$ cat config.mk
export PLATFORM = sky130hd
export DESIGN_NAME = frame_seam_declicker
export DESIGN_NICKNAME = d
export VERILOG_FILES = /design/src/rtl/core/fsd_pkg.sv /design/src/rtl/core/fsd_mul.sv /design/src/rtl/core/fsd_div.sv /design/src/rtl/core/fsd_core.sv /design/src/rtl/core/frame_seam_declicker.sv
export SDC_FILE = /design/constraint.sdc
export NUM_CORES = 2
export LEC_CHECK = 0
export BUFFER_PORTS_ARGS = -buffer_cell sky130_fd_sc_hd__buf_2
export CORE_MARGIN = 5
export CORE_UTILIZATION = 53
export CTS_BUF_LIST = sky130_fd_sc_hd__clkbuf_4 sky130_fd_sc_hd__clkbuf_8 sky130_fd_sc_hd__clkbuf_16
export DETAILED_ROUTE_END_ITERATION = 7
export HOLD_SLACK_MARGIN = 0.15
export PLACE_DENSITY = 0.69
export SETUP_SLACK_MARGIN = 0.4
export SYNTH_ARGS = -nofsm -noshare
export SYNTH_HDL_FRONTEND = slang
export SYNTH_SLANG_ARGS = --single-unit
export TNS_END_PERCENT = 5
$ cat constraint.sdc
create_clock -name clk -period 16.6 [get_ports clk]
set_input_delay 2.49 -clock clk [delete_from_list [all_inputs] [get_ports clk]]
set_output_delay 2.49 -clock clk [all_outputs]
set_load 0.05 [all_outputs]
$ cat src/rtl/core/fsd_pkg.sv
// Package for the frame seam declicker: register codes, field widths,
// fixed-point constants and the cosine series tables.
// No dependencies.
`timescale 1ns / 1ps
`default_nettype none

package fsd_pkg;

  // Configuration port
  localparam int CFG_ADDR_W = 1;
  localparam int CFG_DATA_W = 17;

  localparam logic [CFG_ADDR_W-1:0] REG_FRAME_LENGTH = 1'd0;
  localparam logic [CFG_ADDR_W-1:0] REG_CHUNK_FRAMES = 1'd1;

  // Register and counter widths
  localparam int FRAME_LEN_W = 17;
  localparam int CHUNK_W     = 7;
  localparam int FRAME_POS_W = 16;
  localparam int CHUNK_POS_W = 6;
  localparam int FADE_SHIFT  = 4;   // fade length is frame_length / 16

  localparam logic [FRAME_LEN_W-1:0] FRAME_LEN_RESET = 17'd2048;
  localparam logic [CHUNK_W-1:0]     CHUNK_RESET     = 7'd1;
  localparam logic [FRAME_LEN_W-1:0] MAX_FRAME       = 17'd65536;
  localparam logic [CHUNK_W-1:0]     MAX_CHUNK       = 7'd64;
  localparam int                     MIN_FADE        = 8;

  // Fixed point: angle fraction and cosine in Q30
  localparam int                 FRAC_W  = 30;
  localparam int                 TURN_W  = 30;  // t = num * 2^30 / len, always below 2^30
  localparam logic [31:0]        PI_Q30  = 32'd3373259426;
  localparam logic signed [32:0] Q30_ONE = 33'sd1073741824;

  // Decay rounding to Q1.16
  localparam int           DECAY_W     = 17;
  localparam logic [16:0]  DECAY_ONE   = 17'd65536;
  localparam int           Q16_SHIFT   = 14;
  localparam int           Q16_HALF    = 13;
  localparam int           CORR_SHIFT  = 16;

  // Shared multiplier
  localparam int MUL_AW = 33;
  localparam int MUL_BW = 32;
  localparam int MUL_PW = 65;
  localparam int RECIP_SHIFT = 32;

  // Horner steps of the cosine series, with floor(2^32 / k) for each divisor
  localparam int HORNER_STEPS = 6;
  localparam logic [7:0] HORNER_K [HORNER_STEPS] = '{
    8'd132, 8'd90, 8'd56, 8'd30, 8'd12, 8'd2
  };
  localparam logic [31:0] HORNER_RECIP [HORNER_STEPS] = '{
    32'((64'd1 << 32) / 64'd132),
    32'((64'd1 << 32) / 64'd90),
    32'((64'd1 << 32) / 64'd56),
    32'((64'd1 << 32) / 64'd30),
    32'((64'd1 << 32) / 64'd12),
    32'((64'd1 << 32) / 64'd2)
  };

endpackage

`default_nettype wire

$ cat src/rtl/core/fsd_mul.sv
// Shared unsigned multiplier of the declicker with a registered product.
// Depends on fsd_pkg for the operand widths.
`timescale 1ns / 1ps
`default_nettype none

module fsd_mul (
  input  wire logic                      clk,
  input  wire logic [fsd_pkg::MUL_AW-1:0] a,
  input  wire logic [fsd_pkg::MUL_BW-1:0] b,
  output logic      [fsd_pkg::MUL_PW-1:0] prod
);

  localparam int PW = fsd_pkg::MUL_PW;

  // one multiply per cycle, registered product
  always_ff @(posedge clk) begin
    prod <= PW'(a) * PW'(b);
  end

endmodule

`default_nettype wire

$ cat src/rtl/core/fsd_div.sv
// Bit-serial restoring divider: quo = floor(num * 2^30 / den), num < den.
// Depends on fsd_pkg for the quotient width.
`timescale 1ns / 1ps
`default_nettype none

module fsd_div #(
  parameter int LEN_W = 9
) (
  input  wire logic                       clk,
  input  wire logic                       rst,
  input  wire logic                       start,
  input  wire logic [LEN_W-1:0]           num,
  input  wire logic [LEN_W-1:0]           den,
  output logic                            done,
  output logic [fsd_pkg::TURN_W-1:0]      quo
);

  localparam int TW    = fsd_pkg::TURN_W;
  localparam int CNT_W = $clog2(TW + 1);

  logic [LEN_W-1:0] rem;
  logic [CNT_W-1:0] cnt;
  logic             busy;
  logic [LEN_W:0]   rem_sh;
  logic [LEN_W:0]   trial;
  logic             fits;

  // one quotient bit per cycle
  always_comb begin
    rem_sh = {rem, 1'b0};
    trial  = rem_sh - {1'b0, den};
    fits   = (rem_sh >= {1'b0, den});
  end

  always_ff @(posedge clk) begin
    if (rst) begin
      busy <= 1'b0;
      done <= 1'b0;
      cnt  <= '0;
    end else begin
      done <= 1'b0;
      if (start) begin
        rem  <= num;
        cnt  <= CNT_W'(TW);
        busy <= 1'b1;
      end else if (busy) begin
        rem <= fits ? trial[LEN_W-1:0] : rem_sh[LEN_W-1:0];
        quo <= {quo[TW-2:0], fits};
        cnt <= cnt - CNT_W'(1);
        if (cnt == CNT_W'(1)) begin
          busy <= 1'b0;
          done <= 1'b1;
        end
      end
    end
  end

endmodule

`default_nettype wire

$ cat src/rtl/core/fsd_core.sv
// Decay and correction sequencer: raised-cosine weight of one sample and
// the rounded, saturated seam correction, all on one shared multiplier.
// Depends on fsd_pkg, fsd_mul and fsd_div.
`timescale 1ns / 1ps
`default_nettype none

module fsd_core #(
  parameter int SAMPLE_BITS = 24,
  parameter int LEN_W       = 9
) (
  input  wire logic                          clk,
  input  wire logic                          rst,
  input  wire logic                          start,
  input  wire logic [LEN_W-1:0]              pos,
  input  wire logic [LEN_W-1:0]              len,
  input  wire logic signed [SAMPLE_BITS:0]   gap,
  input  wire logic signed [SAMPLE_BITS-1:0] x,
  output logic                               done,
  output logic signed [SAMPLE_BITS-1:0]      y
);

  localparam int SB     = SAMPLE_BITS;
  localparam int FRAC_W = fsd_pkg::FRAC_W;
  localparam int AW     = fsd_pkg::MUL_AW;
  localparam int BW     = fsd_pkg::MUL_BW;
  localparam int PW     = fsd_pkg::MUL_PW;
  localparam int DW     = fsd_pkg::DECAY_W;
  localparam int PRW    = SB + DW;     // |gap| * decay
  localparam int SUM_W  = SB + 2;
  localparam int KI_W   = $clog2(fsd_pkg::HORNER_STEPS);
  localparam logic [KI_W-1:0] K_LAST = KI_W'(fsd_pkg::HORNER_STEPS - 1);

  typedef enum logic [3:0] {
    C_IDLE, C_DIV, C_TPI, C_AA, C_Z, C_HP, C_H1, C_H2, C_H3, C_D, C_G, C_C
  } cstate_t;

  cstate_t                   state;
  logic                      folded;
  logic [KI_W-1:0]           kidx;
  logic [31:0]               z;
  logic [31:0]               xr;
  logic [31:0]               q0;
  logic signed [32:0]        p;
  logic [DW-1:0]             d;
  logic [SB:0]               g_mag;
  logic                      gneg;
  logic signed [SB-1:0]      x_hold;

  logic                      div_start;
  logic                      div_done;
  logic [LEN_W-1:0]          div_num;
  logic [fsd_pkg::TURN_W-1:0] quo;
  logic                      fold_now;

  logic [AW-1:0]             mul_a;
  logic [BW-1:0]             mul_b;
  logic [PW-1:0]             prod;
  logic [31:0]               mid;
  logic [31:0]               hi;

  logic [32:0]               p_abs;
  logic [32:0]               rem_k;
  logic                      q_up;
  logic [32:0]               q;
  logic signed [32:0]        p_new;
  logic signed [33:0]        v;
  logic [32:0]               dd;
  logic [32:0]               dd_rnd;
  logic [18:0]               dr;
  logic [DW-1:0]             d_next;
  logic [PRW-1:0]            corr_rnd;
  logic [SB:0]               corr;
  logic signed [SUM_W-1:0]   y_wide;
  logic                      y_fits;
  logic signed [SB-1:0]      y_next;

  // Angle fold and divider launch
  always_comb begin
    fold_now  = ({pos, 1'b0} > {1'b0, len});
    div_num   = fold_now ? (len - pos) : pos;
    div_start = (state == C_IDLE) && start;
  end

  fsd_div #(.LEN_W(LEN_W)) u_div (
    .clk   (clk),
    .rst   (rst),
    .start (div_start),
    .num   (div_num),
    .den   (len),
    .done  (div_done),
    .quo   (quo)
  );

  // Product slices: Q30 rescale and reciprocal rescale
  assign mid = prod[FRAC_W +: 32];
  assign hi  = prod[fsd_pkg::RECIP_SHIFT +: 32];

  // Horner step: floor(x / k) via reciprocal, one correction
  always_comb begin
    p_abs = p[32] ? $unsigned(-p) : $unsigned(p);
    rem_k = {1'b0, xr} - prod[32:0];
    q_up  = (rem_k >= {25'd0, fsd_pkg::HORNER_K[kidx]});
    q     = {1'b0, q0} + 33'(q_up);
    p_new = p[32] ? (fsd_pkg::Q30_ONE + $signed(q)) : (fsd_pkg::Q30_ONE - $signed(q));
  end

  // Decay (1 +/- cos)/2 rounded to Q1.16
  always_comb begin
    v      = folded ? (34'(fsd_pkg::Q30_ONE) - 34'(p)) : (34'(fsd_pkg::Q30_ONE) + 34'(p));
    dd     = v[33] ? '0 : $unsigned(v[33:1]);
    dd_rnd = dd + (33'd1 << fsd_pkg::Q16_HALF);
    dr     = dd_rnd[32:fsd_pkg::Q16_SHIFT];
    d_next = (dr > 19'(fsd_pkg::DECAY_ONE)) ? fsd_pkg::DECAY_ONE : dr[DW-1:0];
  end

  // Rounded correction and saturation
  always_comb begin
    corr_rnd = prod[PRW-1:0] + (PRW'(1) << (fsd_pkg::CORR_SHIFT - 1));
    corr     = corr_rnd[PRW-1:fsd_pkg::CORR_SHIFT];
    y_wide   = gneg ? ({{2{x_hold[SB-1]}}, x_hold} - {1'b0, corr})
                    : ({{2{x_hold[SB-1]}}, x_hold} + {1'b0, corr});
    y_fits   = (y_wide[SUM_W-1 -: 3] == 3'b000) || (y_wide[SUM_W-1 -: 3] == 3'b111);
    if (y_fits) begin
      y_next = y_wide[SB-1:0];
    end else if (y_wide[SUM_W-1]) begin
      y_next = {1'b1, {(SB-1){1'b0}}};
    end else begin
      y_next = {1'b0, {(SB-1){1'b1}}};
    end
  end

  // Multiplier operand select
  always_comb begin
    unique case (state)
      C_TPI: begin
        mul_a = AW'(quo);
        mul_b = fsd_pkg::PI_Q30;
      end
      C_AA: begin
        mul_a = AW'(mid);
        mul_b = mid;
      end
      C_HP: begin
        mul_a = AW'(z);
        mul_b = p_abs[BW-1:0];
      end
      C_H1: begin
        mul_a = AW'(mid);
        mul_b = fsd_pkg::HORNER_RECIP[kidx];
      end
      C_H2: begin
        mul_a = AW'(hi);
        mul_b = BW'(fsd_pkg::HORNER_K[kidx]);
      end
      C_G: begin
        mul_a = AW'(g_mag);
        mul_b = BW'(d);
      end
      default: begin
        mul_a = '0;
        mul_b = '0;
      end
    endcase
  end

  fsd_mul u_mul (
    .clk  (clk),
    .a    (mul_a),
    .b    (mul_b),
    .prod (prod)
  );

  // Sequencer
  always_ff @(posedge clk) begin
    if (rst) begin
      state <= C_IDLE;
      done  <= 1'b0;
    end else begin
      done <= 1'b0;
      unique case (state)
        C_IDLE: begin
          if (start) begin
            folded <= fold_now;
            gneg   <= gap[SB];
            g_mag  <= gap[SB] ? $unsigned(-gap) : $unsigned(gap);
            x_hold <= x;
            state  <= C_DIV;
          end
        end
        C_DIV: begin
          if (div_done) begin
            state <= C_TPI;
          end
        end
        C_TPI: state <= C_AA;
        C_AA:  state <= C_Z;
        C_Z: begin
          z     <= mid;
          p     <= fsd_pkg::Q30_ONE;
          kidx  <= '0;
          state <= C_HP;
        end
        C_HP: state <= C_H1;
        C_H1: begin
          xr    <= mid;
          state <= C_H2;
        end
        C_H2: begin
          q0    <= hi;
          state <= C_H3;
        end
        C_H3: begin
          p <= p_new;
          if (kidx == K_LAST) begin
            state <= C_D;
          end else begin
            kidx  <= kidx + KI_W'(1);
            state <= C_HP;
          end
        end
        C_D: begin
          d     <= d_next;
          state <= C_G;
        end
        C_G: state <= C_C;
        C_C: begin
          y     <= y_next;
          done  <= 1'b1;
          state <= C_IDLE;
        end
        default: state <= C_IDLE;
      endcase
    end
  end

endmodule

`default_nettype wire

$ cat src/rtl/core/frame_seam_declicker.sv
// Frame seam declicker top level: frame and chunk tracking, handshakes,
// output register. Depends on fsd_pkg and fsd_core.
//
// Usage:
//   Samples enter on in_valid/in_stall and leave on out_valid/out_stall, one
//   result beat per input beat, in order, with frame_start marking the first
//   sample of each frame. The config port (cfg_wr_en, cfg_addr, cfg_wdata)
//   writes frame_length (index 0) or chunk_frames (index 1); writing
//   frame_length also restarts the frame and chunk count.
//   Timing: one sample at a time. A sample outside the crossfade window
//   passes through the result register into the output register. A sample
//   inside the window first runs the bit-serial angle divider and its
//   handoff, then the sequencer on the shared 33x32 multiplier (angle,
//   square, six Horner rounds, decay rounding, correction), and then
//   passes through the result register into the output register.
//   in_stall is high from the accept until the result moves to the output
//   register; one finished beat may wait there while the next sample is
//   accepted. A stalled output holds its beat; the block then stops after
//   computing the following sample.
//   Reset (rst, synchronous) empties the output register, restores
//   frame_length 2048 and chunk_frames 1 and clears all seam state.
`timescale 1ns / 1ps
`default_nettype none

module frame_seam_declicker #(
  parameter int SAMPLE_BITS   = 24,
  parameter int MAX_CROSSFADE = 256
) (
  input  wire logic                              clk,
  input  wire logic                              rst,
  input  wire logic                              cfg_wr_en,
  input  wire logic [fsd_pkg::CFG_ADDR_W-1:0]    cfg_addr,
  input  wire logic [fsd_pkg::CFG_DATA_W-1:0]    cfg_wdata,
  input  wire logic                              in_valid,
  output logic                                   in_stall,
  input  wire logic signed [SAMPLE_BITS-1:0]     sample_in,
  output logic                                   out_valid,
  input  wire logic                              out_stall,
  output logic signed [SAMPLE_BITS-1:0]          sample_out,
  output logic                                   frame_start
);

  localparam int SB         = SAMPLE_BITS;
  localparam int LEN_W      = $clog2(MAX_CROSSFADE + 1);
  localparam int FL_W       = fsd_pkg::FRAME_LEN_W;
  localparam int CF_W       = fsd_pkg::CHUNK_W;
  localparam int FP_W       = fsd_pkg::FRAME_POS_W;
  localparam int CP_W       = fsd_pkg::CHUNK_POS_W;
  localparam int FADE_RAW_W = FL_W - fsd_pkg::FADE_SHIFT;

  typedef enum logic [1:0] {T_IDLE, T_CALC, T_PUSH} tstate_t;

  tstate_t               tstate;
  logic [FL_W-1:0]       frame_length;
  logic [CF_W-1:0]       chunk_frames;
  logic [FP_W-1:0]       frame_position;
  logic [CP_W-1:0]       chunk_position;
  logic signed [SB-1:0]  previous_last_sample;
  logic                  have_previous_tail;
  logic signed [SB:0]    seam_gap;
  logic                  declick_active;
  logic signed [SB-1:0]  res_sample;
  logic                  res_start;

  logic [FL_W-1:0]       fl_eff;
  logic [CF_W-1:0]       cf_eff;
  logic [FADE_RAW_W-1:0] fade_raw;
  logic [LEN_W-1:0]      fade;
  logic                  start_pos;
  logic                  act;
  logic signed [SB:0]    gap_new;
  logic                  in_window;
  logic                  frame_end;
  logic [CP_W-1:0]       chunk_next;
  logic                  accept;
  logic                  core_start;
  logic                  core_done;
  logic signed [SB-1:0]  core_y;

  // Clamped frame, chunk and fade lengths
  always_comb begin
    if (frame_length == '0) begin
      fl_eff = FL_W'(1);
    end else if (frame_length > fsd_pkg::MAX_FRAME) begin
      fl_eff = fsd_pkg::MAX_FRAME;
    end else begin
      fl_eff = frame_length;
    end
    if (chunk_frames == '0) begin
      cf_eff = CF_W'(1);
    end else if (chunk_frames > fsd_pkg::MAX_CHUNK) begin
      cf_eff = fsd_pkg::MAX_CHUNK;
    end else begin
      cf_eff = chunk_frames;
    end
    fade_raw = frame_length[FL_W-1:fsd_pkg::FADE_SHIFT];
    if (fade_raw < FADE_RAW_W'(fsd_pkg::MIN_FADE)) begin
      fade = LEN_W'(fsd_pkg::MIN_FADE);
    end else if (fade_raw > FADE_RAW_W'(MAX_CROSSFADE)) begin
      fade = LEN_W'(MAX_CROSSFADE);
    end else begin
      fade = fade_raw[LEN_W-1:0];
    end
  end

  // Seam decision for the sample at the input
  always_comb begin
    start_pos  = (frame_position == '0);
    act        = start_pos ? (have_previous_tail && (chunk_position == '0)) : declick_active;
    gap_new    = (start_pos && act)
                 ? ({previous_last_sample[SB-1], previous_last_sample}
                    - {sample_in[SB-1], sample_in})
                 : seam_gap;
    in_window  = act && (frame_position < FP_W'(fade));
    frame_end  = ((FL_W'(frame_position) + FL_W'(1)) >= fl_eff);
    chunk_next = ((CF_W'(chunk_position) + CF_W'(1)) >= cf_eff) ? '0
                 : (chunk_position + CP_W'(1));
  end

  assign in_stall   = (tstate != T_IDLE);
  assign accept     = in_valid && !in_stall;
  assign core_start = accept && in_window;

  fsd_core #(.SAMPLE_BITS(SB), .LEN_W(LEN_W)) u_core (
    .clk   (clk),
    .rst   (rst),
    .start (core_start),
    .pos   (frame_position[LEN_W-1:0]),
    .len   (fade),
    .gap   (gap_new),
    .x     (sample_in),
    .done  (core_done),
    .y     (core_y)
  );

  // Control, frame state and output register
  always_ff @(posedge clk) begin
    if (rst) begin
      tstate               <= T_IDLE;
      out_valid            <= 1'b0;
      frame_length         <= fsd_pkg::FRAME_LEN_RESET;
      chunk_frames         <= fsd_pkg::CHUNK_RESET;
      frame_position       <= '0;
      chunk_position       <= '0;
      previous_last_sample <= '0;
      have_previous_tail   <= 1'b0;
      seam_gap             <= '0;
      declick_active       <= 1'b0;
    end else begin
      // output beat taken and nothing ready to replace it
      if (out_valid && !out_stall && (tstate != T_PUSH)) begin
        out_valid <= 1'b0;
      end

      unique case (tstate)
        T_IDLE: begin
          if (accept) begin
            res_start <= start_pos;
            seam_gap  <= gap_new;
            if (frame_end) begin
              previous_last_sample <= sample_in;
              have_previous_tail   <= 1'b1;
              chunk_position       <= chunk_next;
              frame_position       <= '0;
              declick_active       <= 1'b0;
            end else begin
              frame_position <= frame_position + FP_W'(1);
              declick_active <= act;
            end
            if (in_window) begin
              tstate <= T_CALC;
            end else begin
              res_sample <= sample_in;
              tstate     <= T_PUSH;
            end
          end
        end
        T_CALC: begin
          if (core_done) begin
            res_sample <= core_y;
            tstate     <= T_PUSH;
          end
        end
        T_PUSH: begin
          if (!out_valid || !out_stall) begin
            sample_out  <= res_sample;
            frame_start <= res_start;
            out_valid   <= 1'b1;
            tstate      <= T_IDLE;
          end
        end
        default: tstate <= T_IDLE;
      endcase

      // register writes; the user must issue them only with no sample in flight, the block does not enforce it
      if (cfg_wr_en) begin
        unique case (cfg_addr)
          fsd_pkg::REG_FRAME_LENGTH: begin
            frame_length         <= cfg_wdata[FL_W-1:0];
            frame_position       <= '0;
            chunk_position       <= '0;
            previous_last_sample <= '0;
            have_previous_tail   <= 1'b0;
            seam_gap             <= '0;
            declick_active       <= 1'b0;
          end
          fsd_pkg::REG_CHUNK_FRAMES: begin
            chunk_frames <= cfg_wdata[CF_W-1:0];
          end
          default: ;
        endcase
      end
    end
  end

endmodule

`default_nettype wire

==> summary.md <==
| Metric | Value |
|---|---|
| Final Setup Violations | 0 |
| Number of global-route vias before repair | 51,793 |
| Worst Reg-to-Reg Cells | 29 |
| Mapped Cells | 7,171 |
| Pre-CTS setup slack | 5041 ps |
| Outcome | finished, violations left |
| Peak Freq | 83.46 MHz |
| Hold_sp | res_sample[21] |
| 1st-pass router iterations | 6 |
| Final hold vios | 0 |
| Final setup skew | 65.51 ps |
| Final min period | 11,980 ps |
| Inst Count DP | 8,541 |
| Reg2reg setup slack | 4620 ps |
| Most common cell on crit path | fa_1 |
| I/O pins | 74 |
| Worst vdd ir | 129.1 uV |
| Die Footprint | 126,100 um^2 |
| Worst min path class | reg2reg |
| CTS Buffer Depth | 3 |
| Fillers | 10,577 |
| Post-synth EDFFs | 313 |
| Final Util | 56.62% |
| Final setup margin | 4618 ps |
| Clock latency at the later pin of the worst-skew pair | 660 ps |
| Cell variety after synth | 100 |
| Critical path class | reg2reg |
| Share of cells above drive strength 1 | 5.477% |
| CP startpoint kind | flop |
| Mux cell area share after synthesis | 1.081% |
| Worst slew pin tran | 1490 ps |
| Total track usage | 31.69% |
| Seq/Total Area, Yosys | 20.48% |
| CTS tree | yes |
| CTS Sinks | 489 |
| Post-DP HPWL | 156.1 mm |
| Multi-input gate area | 44,430 um^2 |
| Post-Synth Adder-Cell Area | 37.23% |
| Worst hold path depth | 0 |
| Max transition margin | 0.3387% |
| Post-DP Area | 65,100 um^2 |
| Hold endpoint | sample_out[21] |
| DIE HEIGHT | 355.1 um |
| P&R area growth vs syn | 6.087% |
| Seq cells post-synth | 489 |
| Die X-Extent | 355.1 um |
| Cell area after synthesis | 63,110 um^2 |
| Final Cell Area | 66,950 um^2 |
| CP max stage cell | nand4_1 |
| Clock Pin Slew Worst Setup and Hold Paths | 60 ps |
| Failing checks | capacitance limit |
| Buf+Inv Stages, Crit Path | 4 |
| Simple-gate share of the synthesized area | 16.87% |
| Avg Inst Size Synth | 8.800 um^2 |
| Leakage power | 29.86 nW |
| MaxCap Viol Count | 1 |
| CTS buffer count | 52 |
| Vias per cell | 5.954 |
| ANT nets after route | 0 |
| Nets@finish | 8,443 |
| Post-Layout Cell Count | 8,648 |
| Post-synth top flop | edfxtp_1 |
| Final slew viol count | 0 |
| Setup Buffers After CTS | 0 |
| Worst EP required | 17,130 ps |
| Avg WL per Cell | 23.08 um |
| Initial drt markers | 4,839 |
| Initial antenna violation count | 13 |
| First-pass GRT wire length | 308.3 mm |
| Period utilisation layout | 72.18% |
| Synth Area in XOR/XNOR | 4.675% |
| Hold Buf Count CTS | 0 |
| Vias | 51,487 |
| RSZ-0062 raised after global routing | false |
| Port Buf Inserts | 73 |
| Final wirelength | 199.6 mm |
| Ys Warns | 0 |
| Reg area | 12,920 um^2 |
| GPL Wtd Cong | 0.9824 |
| Starting Density | 53.37% |
| Clock Tree Root | clkbuf_16 |
| Reg-to-Reg Start | u_core.state[0] |
| Core outline area | 118,200 um^2 |
| FFs w/ async S/R, synth | 0% |
| Compound-cell area share of the yosys netlist | 10.27% |
| Max stage delay on crit path | 1040 ps |
| DRC | 0 |
| CP top delay family | adder cells |
| Largest net degree at the start of global routing | 74 |
| Crit path DAT | 12,510 ps |
| Critical path peak fanout | 22 |
| Cts repair resizes | 0 |
| Power per cell area | 92.16 nW/um^2 |
| Worst hold margin | 418.7 ps |
| Syn Nets | 8,555 |
| Critical path capture point type | flop |
| Design Power | 6.170 mW |
| Overflow after GRT | 0 |
| Row count | 126 |
| Worst R2R End | u_core.u_mul.prod[57] |
| Setup TNS | 0 ps |
| Htree depth | 2 |
| Largest family of logic cells by synthesized area | adder cells |
[per-layer routing]
metal	part of all wire (%)	track usage [%]	vias to the layer above
li1	-	-	22843
met1	40	43.53	25521
met2	44	49.40	2579
met3	11	7.416	534
met4	4.7	11.56	10
met5	0.035	0	-
[state kept, by name (all words and copies together), names as in the netlist, 6 cells and up]
name                  cells
chunk_frames              7
u_core.u_mul.prod        64
u_core.xr                32
res_sample               24
u_core.u_div.rem          9
u_core.x_hold            24
frame_length             17
u_core.d                 17
u_core.q0                32
sample_out               24
frame_position           16
u_core.g_mag             25
u_core.u_div.quo         30
u_core.p                 33
u_core.z                 32
u_core.y                 24
previous_last_sample     24
seam_gap                 25
chunk_position            6
[Yosys cell counts, types with 48 or more instances]
master	count	area, um^2
nor3_1	103	515.5
dfxtp_1	176	3523
a211oi_1	48	360.4
nand4_1	72	450.4
nand3_1	129	645.6
clkbuf_1	311	1167
nor2_1	775	2909
xor2_1	111	972.2
ha_1	436	5455
a21oi_1	267	1336
nand2_1	934	3506
edfxtp_1	313	9399
mux2i_1	58	580.6
a21o_1	102	765.7
xnor2_1	224	1962
fa_1	901	18040
o21ai_0	190	950.9
inv_1	1216	4564
[layout by cell type (no fill, tap or decap), types with 34 or more instances in the layout]
master,n
a211oi_1,47
mux2i_1,58
and4_1,45
and3_1,34
and2_1,42
nand2_1,933
inv_1,1216
nor2b_1,45
nor3_1,100
buf_2,73
nor2_1,766
a22oi_1,36
fa_1,901
buf_4,118
edfxtp_1,313
dfxtp_1,176
a31oi_1,44
a21oi_1,266
a21o_1,102
nand2b_1,39
o21ai_0,189
nand3_1,129
ha_1,436
nand4_1,72
o21a_1,41
clkbuf_16,53
xnor2_1,224
xor2_1,111
[worst reg2reg max path, delay by kind of cell, from the launching register on]
kind	cells	cell delay, ps
AO/OA/AOI/OAI	10	3140
adder cells (fa/ha/maj)	9	4710
flip-flops	1	830
XOR/XNOR	1	140
AND/OR/NAND/NOR	5	2470
buffers and inverters	4	580
[worst max-delay path by stage]
stage                          from                     to  slack, ps  cells after the start
floorplan              u_core.p[11]  u_core.u_mul.prod[57]       7190                     35
global placement    u_core.state[0]  u_core.u_mul.prod[57]       5160                     31
detailed placement  u_core.state[0]  u_core.u_mul.prod[57]       5040                     31
CTS                 u_core.state[0]  u_core.u_mul.prod[57]       4970                     31
global route        u_core.state[0]  u_core.u_mul.prod[57]       4380                     31
finish              u_core.state[0]  u_core.u_mul.prod[57]       4620                     29
[area by class of cell]
cell class | instances | area share (%)
multi-input combinational | 5105 | 66.36
sequential | 489 | 19.30
tap | 1536 | 2.871
clock inverter | 38 | 0.6411
clock buffer | 60 | 2.078
antenna | 9 | 0.03364
timing repair buffer | 191 | 1.869
inverter | 1220 | 6.840
[logic make-up after synthesis]
kind of cell,Yosys count
AO/OA/AOI/OAI,990
AND/OR/NAND/NOR,2375
XOR/XNOR,336
flip-flops,489
adder cells (fa/ha/maj),1337
multiplexers,67
buffers and inverters,1577
[where the power goes]
| part | total [mW] | internal (mW) | leakage [nW] | switching [mW] |
|---|---|---|---|---|
| clock | 1.23 | 0.692 | 0.880 | 0.537 |
| sequential | 1.65 | 1.48 | 4.29 | 0.169 |
| combinational | 3.29 | 1.12 | 24.7 | 2.17 |
| total | 6.17 | 3.29 | 29.9 | 2.88 |
Power figures use the tool's default switching activity.
